## src/hw/rtl/fsbc_pkg.sv

```systemverilog
`timescale 1ns / 1ps
// ----------------------------------------------------------------------------
// Fan speed button controller package
// Shared types, request and event codes, register indexes and the duty helper.
// ----------------------------------------------------------------------------
package fsbc_pkg;

   localparam int PCT_W    = 7;
   localparam int THR_W    = 20;
   localparam int DUTY_W   = 13;
   localparam int CSR_IDX_W = 3;
   localparam int NUM_LEVELS = 4;

   localparam logic [PCT_W-1:0] PCT_MAX = 7'd100;

   typedef logic [PCT_W-1:0] pct_type;
   typedef logic [NUM_LEVELS-1:0][PCT_W-1:0] level_set_type;

   typedef enum logic [2:0] {
      REQ_OFF  = 3'd0,
      REQ_SET  = 3'd1,
      REQ_NEXT = 3'd2,
      REQ_STOP = 3'd3,
      REQ_TICK = 3'd4
   } req_code_type;

   localparam logic [1:0] EV_NONE    = 2'd0;
   localparam logic [1:0] EV_SHORT   = 2'd1;
   localparam logic [1:0] EV_LONG    = 2'd2;
   localparam logic [1:0] EV_IGNORED = 2'd3;

   localparam logic [CSR_IDX_W-1:0] CSR_ONLINE   = 3'd0;
   localparam logic [CSR_IDX_W-1:0] CSR_LONG     = 3'd1;
   localparam logic [CSR_IDX_W-1:0] CSR_DEBOUNCE = 3'd2;
   localparam logic [CSR_IDX_W-1:0] CSR_LVL_OFF  = 3'd3;
   localparam logic [CSR_IDX_W-1:0] CSR_LVL_LOW  = 3'd4;
   localparam logic [CSR_IDX_W-1:0] CSR_LVL_MED  = 3'd5;
   localparam logic [CSR_IDX_W-1:0] CSR_LVL_HIGH = 3'd6;

   typedef struct packed {
      logic              online;
      logic [THR_W-1:0]  long_ticks;
      logic [THR_W-1:0]  debounce_ticks;
      level_set_type     levels;
   } cfg_type;

   // floor(x / 100) as (x * ceil(2^27 / 100)) >> 27, exact for x below 2^20
   localparam int          DUTY_SHIFT = 27;
   localparam logic [20:0] DUTY_RECIP = 21'd1342178;

   function automatic logic [DUTY_W-1:0] duty_of(input pct_type pct);
      logic [19:0] scaled;
      logic [40:0] prod;
      scaled = {pct, 13'd0} - 20'(pct);
      prod   = 41'(scaled) * 41'(DUTY_RECIP);
      return prod[DUTY_SHIFT+DUTY_W-1:DUTY_SHIFT];
   endfunction

   function automatic pct_type clamp_pct(input logic [7:0] value);
      return (value > 8'(PCT_MAX)) ? PCT_MAX : value[PCT_W-1:0];
   endfunction

endpackage

```

## src/hw/rtl/fsbc_csr.sv

```systemverilog
`timescale 1ns / 1ps
// ----------------------------------------------------------------------------
// Fan speed button controller registers
// Write-only configuration registers with their reset values.
// ----------------------------------------------------------------------------
module fsbc_csr (
   input  logic                                clock,
   input  logic                                reset,
   input  logic                                csr_we,
   input  logic [fsbc_pkg::CSR_IDX_W-1:0]      csr_index,
   input  logic [fsbc_pkg::THR_W-1:0]          csr_wdata,
   output fsbc_pkg::cfg_type                   cfg
);

   fsbc_pkg::cfg_type cfg_ff;

   always_ff @(posedge clock) begin
      if (reset) begin
         cfg_ff.online         <= 1'b0;
         cfg_ff.long_ticks     <= 20'd2000;
         cfg_ff.debounce_ticks <= 20'd50;
         cfg_ff.levels[0]      <= 7'd0;
         cfg_ff.levels[1]      <= 7'd50;
         cfg_ff.levels[2]      <= 7'd75;
         cfg_ff.levels[3]      <= 7'd100;
      end else if (csr_we) begin
         unique case (csr_index)
            fsbc_pkg::CSR_ONLINE:   cfg_ff.online         <= csr_wdata[0];
            fsbc_pkg::CSR_LONG:     cfg_ff.long_ticks     <= csr_wdata;
            fsbc_pkg::CSR_DEBOUNCE: cfg_ff.debounce_ticks <= csr_wdata;
            fsbc_pkg::CSR_LVL_OFF:  cfg_ff.levels[0] <= csr_wdata[fsbc_pkg::PCT_W-1:0];
            fsbc_pkg::CSR_LVL_LOW:  cfg_ff.levels[1] <= csr_wdata[fsbc_pkg::PCT_W-1:0];
            fsbc_pkg::CSR_LVL_MED:  cfg_ff.levels[2] <= csr_wdata[fsbc_pkg::PCT_W-1:0];
            fsbc_pkg::CSR_LVL_HIGH: cfg_ff.levels[3] <= csr_wdata[fsbc_pkg::PCT_W-1:0];
            default: ;
         endcase
      end
   end

   assign cfg = cfg_ff;

endmodule

```

## src/hw/rtl/fsbc_nearest.sv

```systemverilog
`timescale 1ns / 1ps
// ----------------------------------------------------------------------------
// Fan speed button controller nearest level
// Finds the configured level closest to a percentage, lower index on ties.
// ----------------------------------------------------------------------------
module fsbc_nearest (
   input  fsbc_pkg::pct_type       speed,
   input  fsbc_pkg::level_set_type levels,
   output logic [1:0]              idx,
   output logic                    exact
);

   always_comb begin
      logic [fsbc_pkg::PCT_W-1:0] diff;
      logic [fsbc_pkg::PCT_W-1:0] best_diff;
      logic [1:0]                 best;
      logic                       hit;
      best      = 2'd0;
      best_diff = '0;
      hit       = 1'b0;
      for (int i = 0; i < fsbc_pkg::NUM_LEVELS; i++) begin
         diff = (speed >= levels[i]) ? speed - levels[i] : levels[i] - speed;
         if (i == 0 || diff < best_diff) begin
            best_diff = diff;
            best      = 2'(i);
         end
         if (levels[i] == speed) begin
            hit = 1'b1;
         end
      end
      idx   = best;
      exact = hit;
   end

endmodule

```

## src/hw/rtl/fsbc_core.sv

```systemverilog
`timescale 1ns / 1ps
// ----------------------------------------------------------------------------
// Fan speed button controller core
// Speed and button state, updated once per transfer from the input register.
// ----------------------------------------------------------------------------
module fsbc_core #(
   parameter int TIMER_BITS = 21
) (
   input  logic                clock,
   input  logic                reset,
   input  logic                step,
   input  logic [2:0]          req_type,
   input  logic [7:0]          percentage,
   input  logic                button_level,
   input  fsbc_pkg::cfg_type   cfg,
   output fsbc_pkg::pct_type   speed_next,
   output logic [1:0]          event_next
);

   localparam int CMP_W = (TIMER_BITS > fsbc_pkg::THR_W) ? TIMER_BITS : fsbc_pkg::THR_W;

   fsbc_pkg::pct_type     speed_ff, speed_in;
   logic                  down_ff, down_in;
   logic [TIMER_BITS-1:0] timer_ff, timer_in;
   logic                  fired_ff, fired_in;
   logic [1:0]            event_in;

   logic [1:0]            cur_idx;
   logic [1:0]            nxt_idx;
   fsbc_pkg::pct_type     next_pct;

   fsbc_nearest u_nearest (
      .speed  (speed_ff),
      .levels (cfg.levels),
      .idx    (cur_idx),
      .exact  ()
   );

   assign nxt_idx  = cur_idx + 2'd1;
   assign next_pct = fsbc_pkg::clamp_pct({1'b0, cfg.levels[nxt_idx]});

   always_comb begin
      logic [TIMER_BITS-1:0] cnt;
      logic                  fired;
      speed_in = speed_ff;
      down_in  = down_ff;
      timer_in = timer_ff;
      fired_in = fired_ff;
      event_in = fsbc_pkg::EV_NONE;
      cnt      = timer_ff;
      fired    = fired_ff;
      unique case (fsbc_pkg::req_code_type'(req_type))
         fsbc_pkg::REQ_OFF, fsbc_pkg::REQ_STOP: speed_in = '0;
         fsbc_pkg::REQ_SET:  speed_in = fsbc_pkg::clamp_pct(percentage);
         fsbc_pkg::REQ_NEXT: speed_in = next_pct;
         fsbc_pkg::REQ_TICK: begin
            if (!button_level) begin
               if (!down_ff) begin
                  cnt   = TIMER_BITS'(1);
                  fired = 1'b0;
               end else if (timer_ff != '1) begin
                  cnt = timer_ff + TIMER_BITS'(1);
               end
               down_in = 1'b1;
               if (CMP_W'(cnt) > CMP_W'(cfg.long_ticks) && !fired) begin
                  fired = 1'b1;
                  if (cfg.online) begin
                     event_in = fsbc_pkg::EV_IGNORED;
                  end else begin
                     speed_in = '0;
                     event_in = fsbc_pkg::EV_LONG;
                  end
               end
               timer_in = cnt;
               fired_in = fired;
            end else if (down_ff) begin
               down_in = 1'b0;
               if (!fired_ff && CMP_W'(timer_ff) > CMP_W'(cfg.debounce_ticks)
                   && CMP_W'(timer_ff) < CMP_W'(cfg.long_ticks)) begin
                  if (cfg.online) begin
                     event_in = fsbc_pkg::EV_IGNORED;
                  end else begin
                     speed_in = next_pct;
                     event_in = fsbc_pkg::EV_SHORT;
                  end
               end
               timer_in = '0;
               fired_in = 1'b0;
            end
         end
         default: ;
      endcase
   end

   always_ff @(posedge clock) begin
      if (reset) begin
         speed_ff <= '0;
         down_ff  <= 1'b0;
         timer_ff <= '0;
         fired_ff <= 1'b0;
      end else if (step) begin
         speed_ff <= speed_in;
         down_ff  <= down_in;
         timer_ff <= timer_in;
         fired_ff <= fired_in;
      end
   end

   assign speed_next = speed_in;
   assign event_next = event_in;

endmodule

```

## src/hw/rtl/fsbc_out.sv

```systemverilog
`timescale 1ns / 1ps
// ----------------------------------------------------------------------------
// Fan speed button controller result decode
// Duty, power flag and level match from the registered result speed.
// ----------------------------------------------------------------------------
module fsbc_out (
   input  fsbc_pkg::pct_type                speed,
   input  fsbc_pkg::level_set_type          levels,
   output logic [fsbc_pkg::DUTY_W-1:0]      duty,
   output logic                             power_on,
   output logic [1:0]                       level_index,
   output logic                             level_exact
);

   fsbc_nearest u_nearest (
      .speed  (speed),
      .levels (levels),
      .idx    (level_index),
      .exact  (level_exact)
   );

   assign duty     = fsbc_pkg::duty_of(speed);
   assign power_on = (speed != '0);

endmodule

```

## src/hw/rtl/fan_speed_button_controller_core.sv

```systemverilog
`timescale 1ns / 1ps
// ----------------------------------------------------------------------------
// Fan speed button controller
// A request passes the input register, state update and result register in order.
// Throughput: one request per cycle while rsp_stall is low.
// Reset: synchronous; speed 0, button released, timer clear, registers at defaults.
// User must change registers only while no request is in flight (not enforced).
// ----------------------------------------------------------------------------
module fan_speed_button_controller_core #(
   parameter int TIMER_BITS = 21
) (
   input  logic                               clock,
   input  logic                               reset,
   input  logic                               req_valid,
   output logic                               req_stall,
   input  logic [2:0]                         req_type,
   input  logic [7:0]                         req_percentage,
   input  logic                               req_button_level,
   output logic                               rsp_valid,
   input  logic                               rsp_stall,
   output logic [12:0]                        rsp_duty,
   output logic                               rsp_power_on,
   output logic [6:0]                         rsp_speed_percent,
   output logic [1:0]                         rsp_level_index,
   output logic                               rsp_level_exact,
   output logic [1:0]                         rsp_button_event,
   input  logic                               csr_we,
   input  logic [2:0]                         csr_index,
   input  logic [19:0]                        csr_wdata
);

   fsbc_pkg::cfg_type cfg;

   logic              s1_valid_ff, s1_valid_in;
   logic [2:0]        s1_type_ff;
   logic [7:0]        s1_pct_ff;
   logic              s1_button_ff;

   logic              rsp_valid_ff, rsp_valid_in;
   fsbc_pkg::pct_type rsp_speed_ff;
   logic [1:0]        rsp_event_ff;

   logic              req_fire;
   logic              move;
   fsbc_pkg::pct_type speed_next;
   logic [1:0]        event_next;

   fsbc_csr u_csr (
      .clock     (clock),
      .reset     (reset),
      .csr_we    (csr_we),
      .csr_index (csr_index),
      .csr_wdata (csr_wdata),
      .cfg       (cfg)
   );

   assign move        = s1_valid_ff & (~rsp_valid_ff | ~rsp_stall);
   assign req_stall   = s1_valid_ff & ~move;
   assign req_fire    = req_valid & ~req_stall;
   assign s1_valid_in = req_fire | (s1_valid_ff & ~move);
   assign rsp_valid_in = move | (rsp_valid_ff & rsp_stall);

   fsbc_core #(
      .TIMER_BITS (TIMER_BITS)
   ) u_core (
      .clock        (clock),
      .reset        (reset),
      .step         (move),
      .req_type     (s1_type_ff),
      .percentage   (s1_pct_ff),
      .button_level (s1_button_ff),
      .cfg          (cfg),
      .speed_next   (speed_next),
      .event_next   (event_next)
   );

   always_ff @(posedge clock) begin
      if (reset) begin
         s1_valid_ff  <= 1'b0;
         rsp_valid_ff <= 1'b0;
      end else begin
         s1_valid_ff  <= s1_valid_in;
         rsp_valid_ff <= rsp_valid_in;
      end
   end

   always_ff @(posedge clock) begin
      if (req_fire) begin
         s1_type_ff   <= req_type;
         s1_pct_ff    <= req_percentage;
         s1_button_ff <= req_button_level;
      end
      if (move) begin
         rsp_speed_ff <= speed_next;
         rsp_event_ff <= event_next;
      end
   end

   fsbc_out u_out (
      .speed       (rsp_speed_ff),
      .levels      (cfg.levels),
      .duty        (rsp_duty),
      .power_on    (rsp_power_on),
      .level_index (rsp_level_index),
      .level_exact (rsp_level_exact)
   );

   assign rsp_valid         = rsp_valid_ff;
   assign rsp_speed_percent = rsp_speed_ff;
   assign rsp_button_event  = rsp_event_ff;

endmodule
```

## config.mk

```make
export PLATFORM = sky130hd
export DESIGN_NAME = fan_speed_button_controller_core
export DESIGN_NICKNAME = d
export VERILOG_FILES = /design/src/hw/rtl/fsbc_pkg.sv /design/src/hw/rtl/fsbc_csr.sv /design/src/hw/rtl/fsbc_nearest.sv /design/src/hw/rtl/fsbc_core.sv /design/src/hw/rtl/fsbc_out.sv /design/src/hw/rtl/fan_speed_button_controller_core.sv
export SDC_FILE = /design/constraint.sdc
export NUM_CORES = 1
export LEC_CHECK = 0
export BUFFER_PORTS_ARGS = -buffer_cell sky130_fd_sc_hd__buf_4
export CORE_MARGIN = 3
export CORE_UTILIZATION = 40
export CTS_BUF_LIST = sky130_fd_sc_hd__clkbuf_16
export CTS_CLUSTER_DIAMETER = 100
export CTS_CLUSTER_SIZE = 8
export DETAILED_ROUTE_END_ITERATION = 7
export SLEW_MARGIN = 15
export SYNTH_ARGS = -nofsm -noshare
export SYNTH_HDL_FRONTEND = slang
export SYNTH_SLANG_ARGS = --single-unit
```

## constraint.sdc

```tcl
create_clock -name clock -period 17.83 [get_ports clock]
set_input_delay 0 -clock clock [delete_from_list [all_inputs] [get_ports clock]]
set_output_delay 0 -clock clock [all_outputs]
set_load 0.05 [all_outputs]
```

=== Word-level counts from Yosys, hierarchy flattened ===
Cells that the tools add are included.

* Reduce and logical (&&, ||, !) cells: 18
* Magnitude comparators: 20
* Add/sub/neg operators: 19
* $mul: 1
* Shift-type cells: 0
* Bitwise operators: 11
* Equal/unequal tests: 16
* Multiplexer cells: 52
* Div/mod/pow operators: 0

{| class="wikitable"
|+ Operator list
! cell !! number
|-
| $mux W7 || 21
|-
| $mux W21 || 6
|-
| $sub A7 B7 Y7 || 16
|-
| $ge A7 B7 Y1 || 8
|-
| $gt A21 B20 Y1 || 2
|-
| $lt A7 B7 Y1 || 6
|-
| $mul A20 B20 Y39 const B || 1
|-
| $eq A7 B7 Y1 || 4
|-
| $pmux W7 S4 || 1
|-
| $add A21 B1 Y21 const B || 1
|-
| $lt A21 B20 Y1 || 1
|-
| $ne A21 B21 Y1 const B || 1
|-
| $sub A20 B7 Y20 || 1
|-
| $mux W2 || 9
|-
| $reduce_and A2 Y1 || 8
|-
| $bmux W7 S2 || 1
|-
| $mux W1 || 14
|-
| $eq A3 B2 Y1 const B || 4
|-
| $eq A3 B3 Y1 const B || 4
|-
| $gt A8 B7 Y1 const B || 1
|-
| $gt A7 B7 Y1 const B || 1
|-
| $reduce_bool A7 Y1 || 1
|-
| $eq A3 B1 Y1 const B || 2
|-
| $logic_not A3 Y1 || 2
|-
| other kinds (10) || 21
|}

* Bits in writable memories: 0
* ROM bits: 0
* Bits in latches: 0
* Output and inout port bits: 28
* Bits of input ports: 40
* Register bits after elaboration: 122
* Memories: 0

=== Longest topological paths before layout ===
* Depth after elaboration: 18
* Gate-level depth with buffers: 44
* Depth with buffers taken out: 38

=== Hierarchy ===
From an unflattened synthesis, not the netlist that was laid out.

* Cell total of the unflattened synthesis: 2548
* Area, all modules: 21581.9 um2

{| class="wikitable"
|+ Modules (own cells, without submodules)
! module !! cells an instance !! area each (um2) !! instances !! sequential area each (um2)
|-
| fsbc_out || 814 || 7559.8 || 1 || 0.0
|-
| fsbc_nearest || 439 || 3208.1 || 2 || 0.0
|-
| fsbc_core || 553 || 4021.4 || 1 || 600.6
|-
| fsbc_csr || 272 || 2867.8 || 1 || 1381.3
|-
| fan_speed_button_controller_core || 31 || 716.9 || 1 || 670.6
|}

=== Least setup slack after synthesis ===
Ideal clock, no wire load.

* Path kind: register -> output
* Start: reg rsp_speed_ff[1] (netlist: rsp_speed_percent[1])
* End: out rsp_duty[12]
* Cell stages (with the launch flop): 31
* Setup slack: 8.272 ns
* Arrival time: 9.558 ns
* Data required time: 17.830 ns
* Path through: edfxtp_1 -> inv_1 -> ha_1 -> or3b_1 -> or4_1 -> clkbuf_1 -> inv_1 -> nor2_1 -> xnor2_1 -> inv_1 -> fa_1 -> inv_1 -> ha_1 -> fa_1 -> inv_1 -> fa_1 -> fa_1 -> inv_1 -> fa_1 -> ha_1 -> ha_1 -> nand3_1 -> nor4b_1 -> o221ai_1 -> a211oi_1 -> a221oi_1 -> o211ai_1 -> a21oi_1 -> a211o_1 -> o21ba_2 -> xnor2_1

* Longest elaborated chain between the ends: 2

{| class="wikitable"
|+ Ends and longest elaborated chain
! item !! line !! RTL
|-
| start, declared || fan_speed_button_controller_core.sv:40 || <nowiki>fsbc_pkg::pct_type rsp_speed_ff;</nowiki>
|-
| start signal, assigned || fan_speed_button_controller_core.sv:94 || <nowiki>rsp_speed_ff <= speed_next;</nowiki>
|-
| $sub A20 B7 Y20 || fsbc_pkg.sv:54 || <nowiki>scaled = {pct, 13'd0} - 20'(pct);</nowiki>
|-
| $mul A20 B20 Y39 || fsbc_pkg.sv:55 || <nowiki>prod = 41'(scaled) * 41'(DUTY_RECIP);</nowiki>
|-
| end, declared || fan_speed_button_controller_core.sv:21 || <nowiki>output logic [12:0] rsp_duty,</nowiki>
|}

Every way passes these cells.

=== Worst setup path after layout ===
Ends and elaborated chain as after synthesis.

==> metrics.md <==
| Metric | Value |
|---|---|
| Port Buffers | `67` |
| Antenna-violating nets left | `0` |
| Post-CTS Setup Bufs | `0` |
| Antenna violations before repair | `0` |
| R2R Path Start | `u_csr.cfg[0]` |
| Status | `completed` |
| Vias after detailed routing | `16100` |
| Crit path DAT | `10.68 ns` |
| Most frequent cells in the layout | `ha_1, inv_1, nand2_1` |
| Post-synthesis adder-cell area fraction | `42.9%` |
| Total wire length | `56900 um` |
| Register cell area after layout | `2650 um2` |
| Levels on crit path | `30` |
| Commonest non-fill, non-tap cell in the layout | `ha_1` |
| Vias in the first global route | `16300` |
| Clock Sinks | `122` |
| Initial Util | `40.6%` |
| Crit path max-delay family | `adder cells` |
| Clock Latency Late Sink | `0.43 ns` |
| Post-route insts no fill | `2903` |
| First-pass GRT wire length | `90200 um` |
| GRT Util Overall | `22.4%` |
| Top FF cell, synth | `dfxtp_1` |
| CP endpoint | `rsp_duty[12]` |
| Worst Hold Class | `in -> reg` |
| CP endpoint kind | `output port` |
| Sum Neg Setup Slack | `0 ns` |
| Congestion Overflow GR | `0` |
| P&R area growth vs syn | `10.8%` |
| IO Count | `68` |
| Multi-input logic area | `15300 um2` |
| Register area share after synthesis | `13.7%` |
| Via density | `5.56` |
| Syn_area_per_cell | `8.88 um2` |
| Drt pass-1 iters | `6` |
| Max-Cap Viols | `0` |
| Share of cells above drive strength 1 | `7.08%` |
| Wire length on met1 | `26000 um` |
| R2r endpoint | `rsp_speed_percent[0]` |
| TritonCTS Buffers | `17` |
| Uppermost layer routed | `met4` |
| Post-synthesis compound-gate area fraction | `16.5%` |
| Remaining DRCs | `0` |
| Worst path bufs/invs | `7` |
| GPL Wtd Cong | `0.961` |
| CP max-delay cell | `inv_1` |
| DR WL met3 | `2870 um` |
| Main combinational cell family by area after synthesis | `adder cells` |
| Post-CTS resize count | `0` |
| FILL cells | `4666` |
| Worst path max stage delay | `0.75 ns` |
| Asr flop ratio synth | `0%` |
| R2R Setup Slk | `7.44 ns` |
| RSZ-0062 raised after global routing | `no` |
| Worst-Margin Slew | `1.17 ns` |
| WS Path Type | `reg -> out` |
| Clock skew | `0.0169 ns` |
| Synth Area in XOR/XNOR | `3.43%` |
| Post-Syn Nets | `2798` |
| Routed len/inst | `19.6 um` |
| Fraction of synthesized area in multiplexers | `3.99%` |
| Crit share post-route | `59.9%` |
| Clk buf depth | `2` |
| CP Launch Type | `flip-flop` |
| Site Rows | `80` |
| HPWL after DPL | `46300 um` |
| Max-slew violations | `0` |
| Die W | `226 um` |
| Simple-Gate Fraction of Synth Area | `11.9%` |
| # H-tree levels | `4` |
| Met2 Routed Length | `26700 um` |
| R2R depth | `36` |
| Minimum clock period | `10.68 ns` |
| Mapped Area | `19400 um2` |
| Hold Buf Count CTS | `35` |
| Final Setup Violations | `0` |
| CTS tree | `done` |
| Crit Path Max Fanout | `15` |
| Hold WS | `0.0146 ns` |
| Die H | `226 um` |
| FF+latch count, synth | `122` |
| CORE AREA | `47800 um2` |
| Crit path from | `rsp_speed_percent[1]` |
| F_max | `93.6 MHz` |
| Antenna cell count | `0` |
| Reg clk slew, reported paths | `0.07 ns` |
| Library cells used by synthesis | `79` |
| Largest net degree at the start of global routing | `103` |
| CTS root buffer | `clkbuf_16` |
| DRT iter0 DRCs | `1428` |
| Post-synth EDFFs | `21` |
| Die Area | `51300 um2` |
| Placed cell count | `2836` |
| Nets | `2886` |
| Top cell by count, worst path | `inv_1` |
| Cells after Synth | `2187` |
| Synth Warn # | `0` |
| WP data required | `17.83 ns` |
| Final hold vios | `0` |
| Slew margin rel. | `21.8%` |
## stage by stage
step | setup slack, ns | cell area (um2) | util (%)
2_1_floorplan | 8.27 | 19400 | -
6_report | 7.15 | 21500 | 45.0
5_1_grt | 6.47 | 21500 | 45.0
3_3_place_gp | 7.56 | 20600 | 43.0
3_5_place_dp | 7.29 | 20600 | 43.0
4_1_cts | 6.79 | 21500 | 45.0
## synth_stat cells (34+ instances only)
library cell	count	area share, %
a21o_1	74	2.9
a21oi_1	133	3.4
clkbuf_1	34	0.66
dfxtp_1	101	10
fa_1	158	16
ha_1	413	27
inv_1	338	6.5
mux2i_1	60	3.1
nand2_1	170	3.3
nand3_1	34	0.88
nor2_1	119	2.3
o21ai_0	66	1.7
xnor2_1	61	2.7
## worst min-delay path, cell delays in order
cell and delay [ns]:
buf_4 0.13, nor3_1 0.07, mux2i_1 0.11, nor2_1 0.08
## layout make-up
type | count | share of cell area, %
repair buffers | 114 | 4.38
multi-input cells | 1681 | 71.1
clock buffers | 18 | 2.09
inverters | 339 | 5.91
clock inverters | 14 | 0.564
flip-flops and latches | 122 | 12.3
well taps | 615 | 3.58
## sequential cells by signal, indices dropped and copies added, names as in the netlist
| register | count |
|---|---|
| u_csr.cfg | 69 |
| u_core.timer_ff | 21 |
| s1_pct_ff | 8 |
| rsp_speed_percent | 7 |
| u_core.speed_ff | 7 |
| s1_type_ff | 3 |
| rsp_button_event | 2 |
| rsp_valid | 1 |
| s1_button_ff | 1 |
| s1_valid_ff | 1 |
| u_core.down_ff | 1 |
| u_core.fired_ff | 1 |
## worst min path at each step
stage | startpoint | end | cells after the start
final | csr_index[0] | u_csr.cfg[68] | 4
after global routing | csr_index[0] | u_csr.cfg[68] | 4
after CTS | csr_index[0] | u_csr.cfg[68] | 4
after detailed placement | req_percentage[1] | s1_pct_ff[1] | 1
after global placement | req_percentage[3] | s1_pct_ff[3] | 1
after floorplan | req_button_level | s1_button_ff | 0
## cells by family (layout without fill, tap and decap cells)
family                   count (synthesis)  count (layout)
XOR/XNOR                                76              76
multiplexers                            75              75
AO/OA/AOI/OAI                          472             472
buffers and inverters                  384             485
AND/OR/NAND/NOR                        487             487
flip-flops                             122             122
adder cells (fa/ha/maj)                571             571
## metal layers
layer | GRT usage, % | vias up
li1 | - | 7721
met1 | 30.8 | 7833
met2 | 37.8 | 487
met3 | 2.49 | 94
met4 | 5.15 | 0
met5 | 0 | -
Power is left out: the tool's default activity adds up to more than one toggle a clock period on the data nets, which glitch-free logic cannot reach.
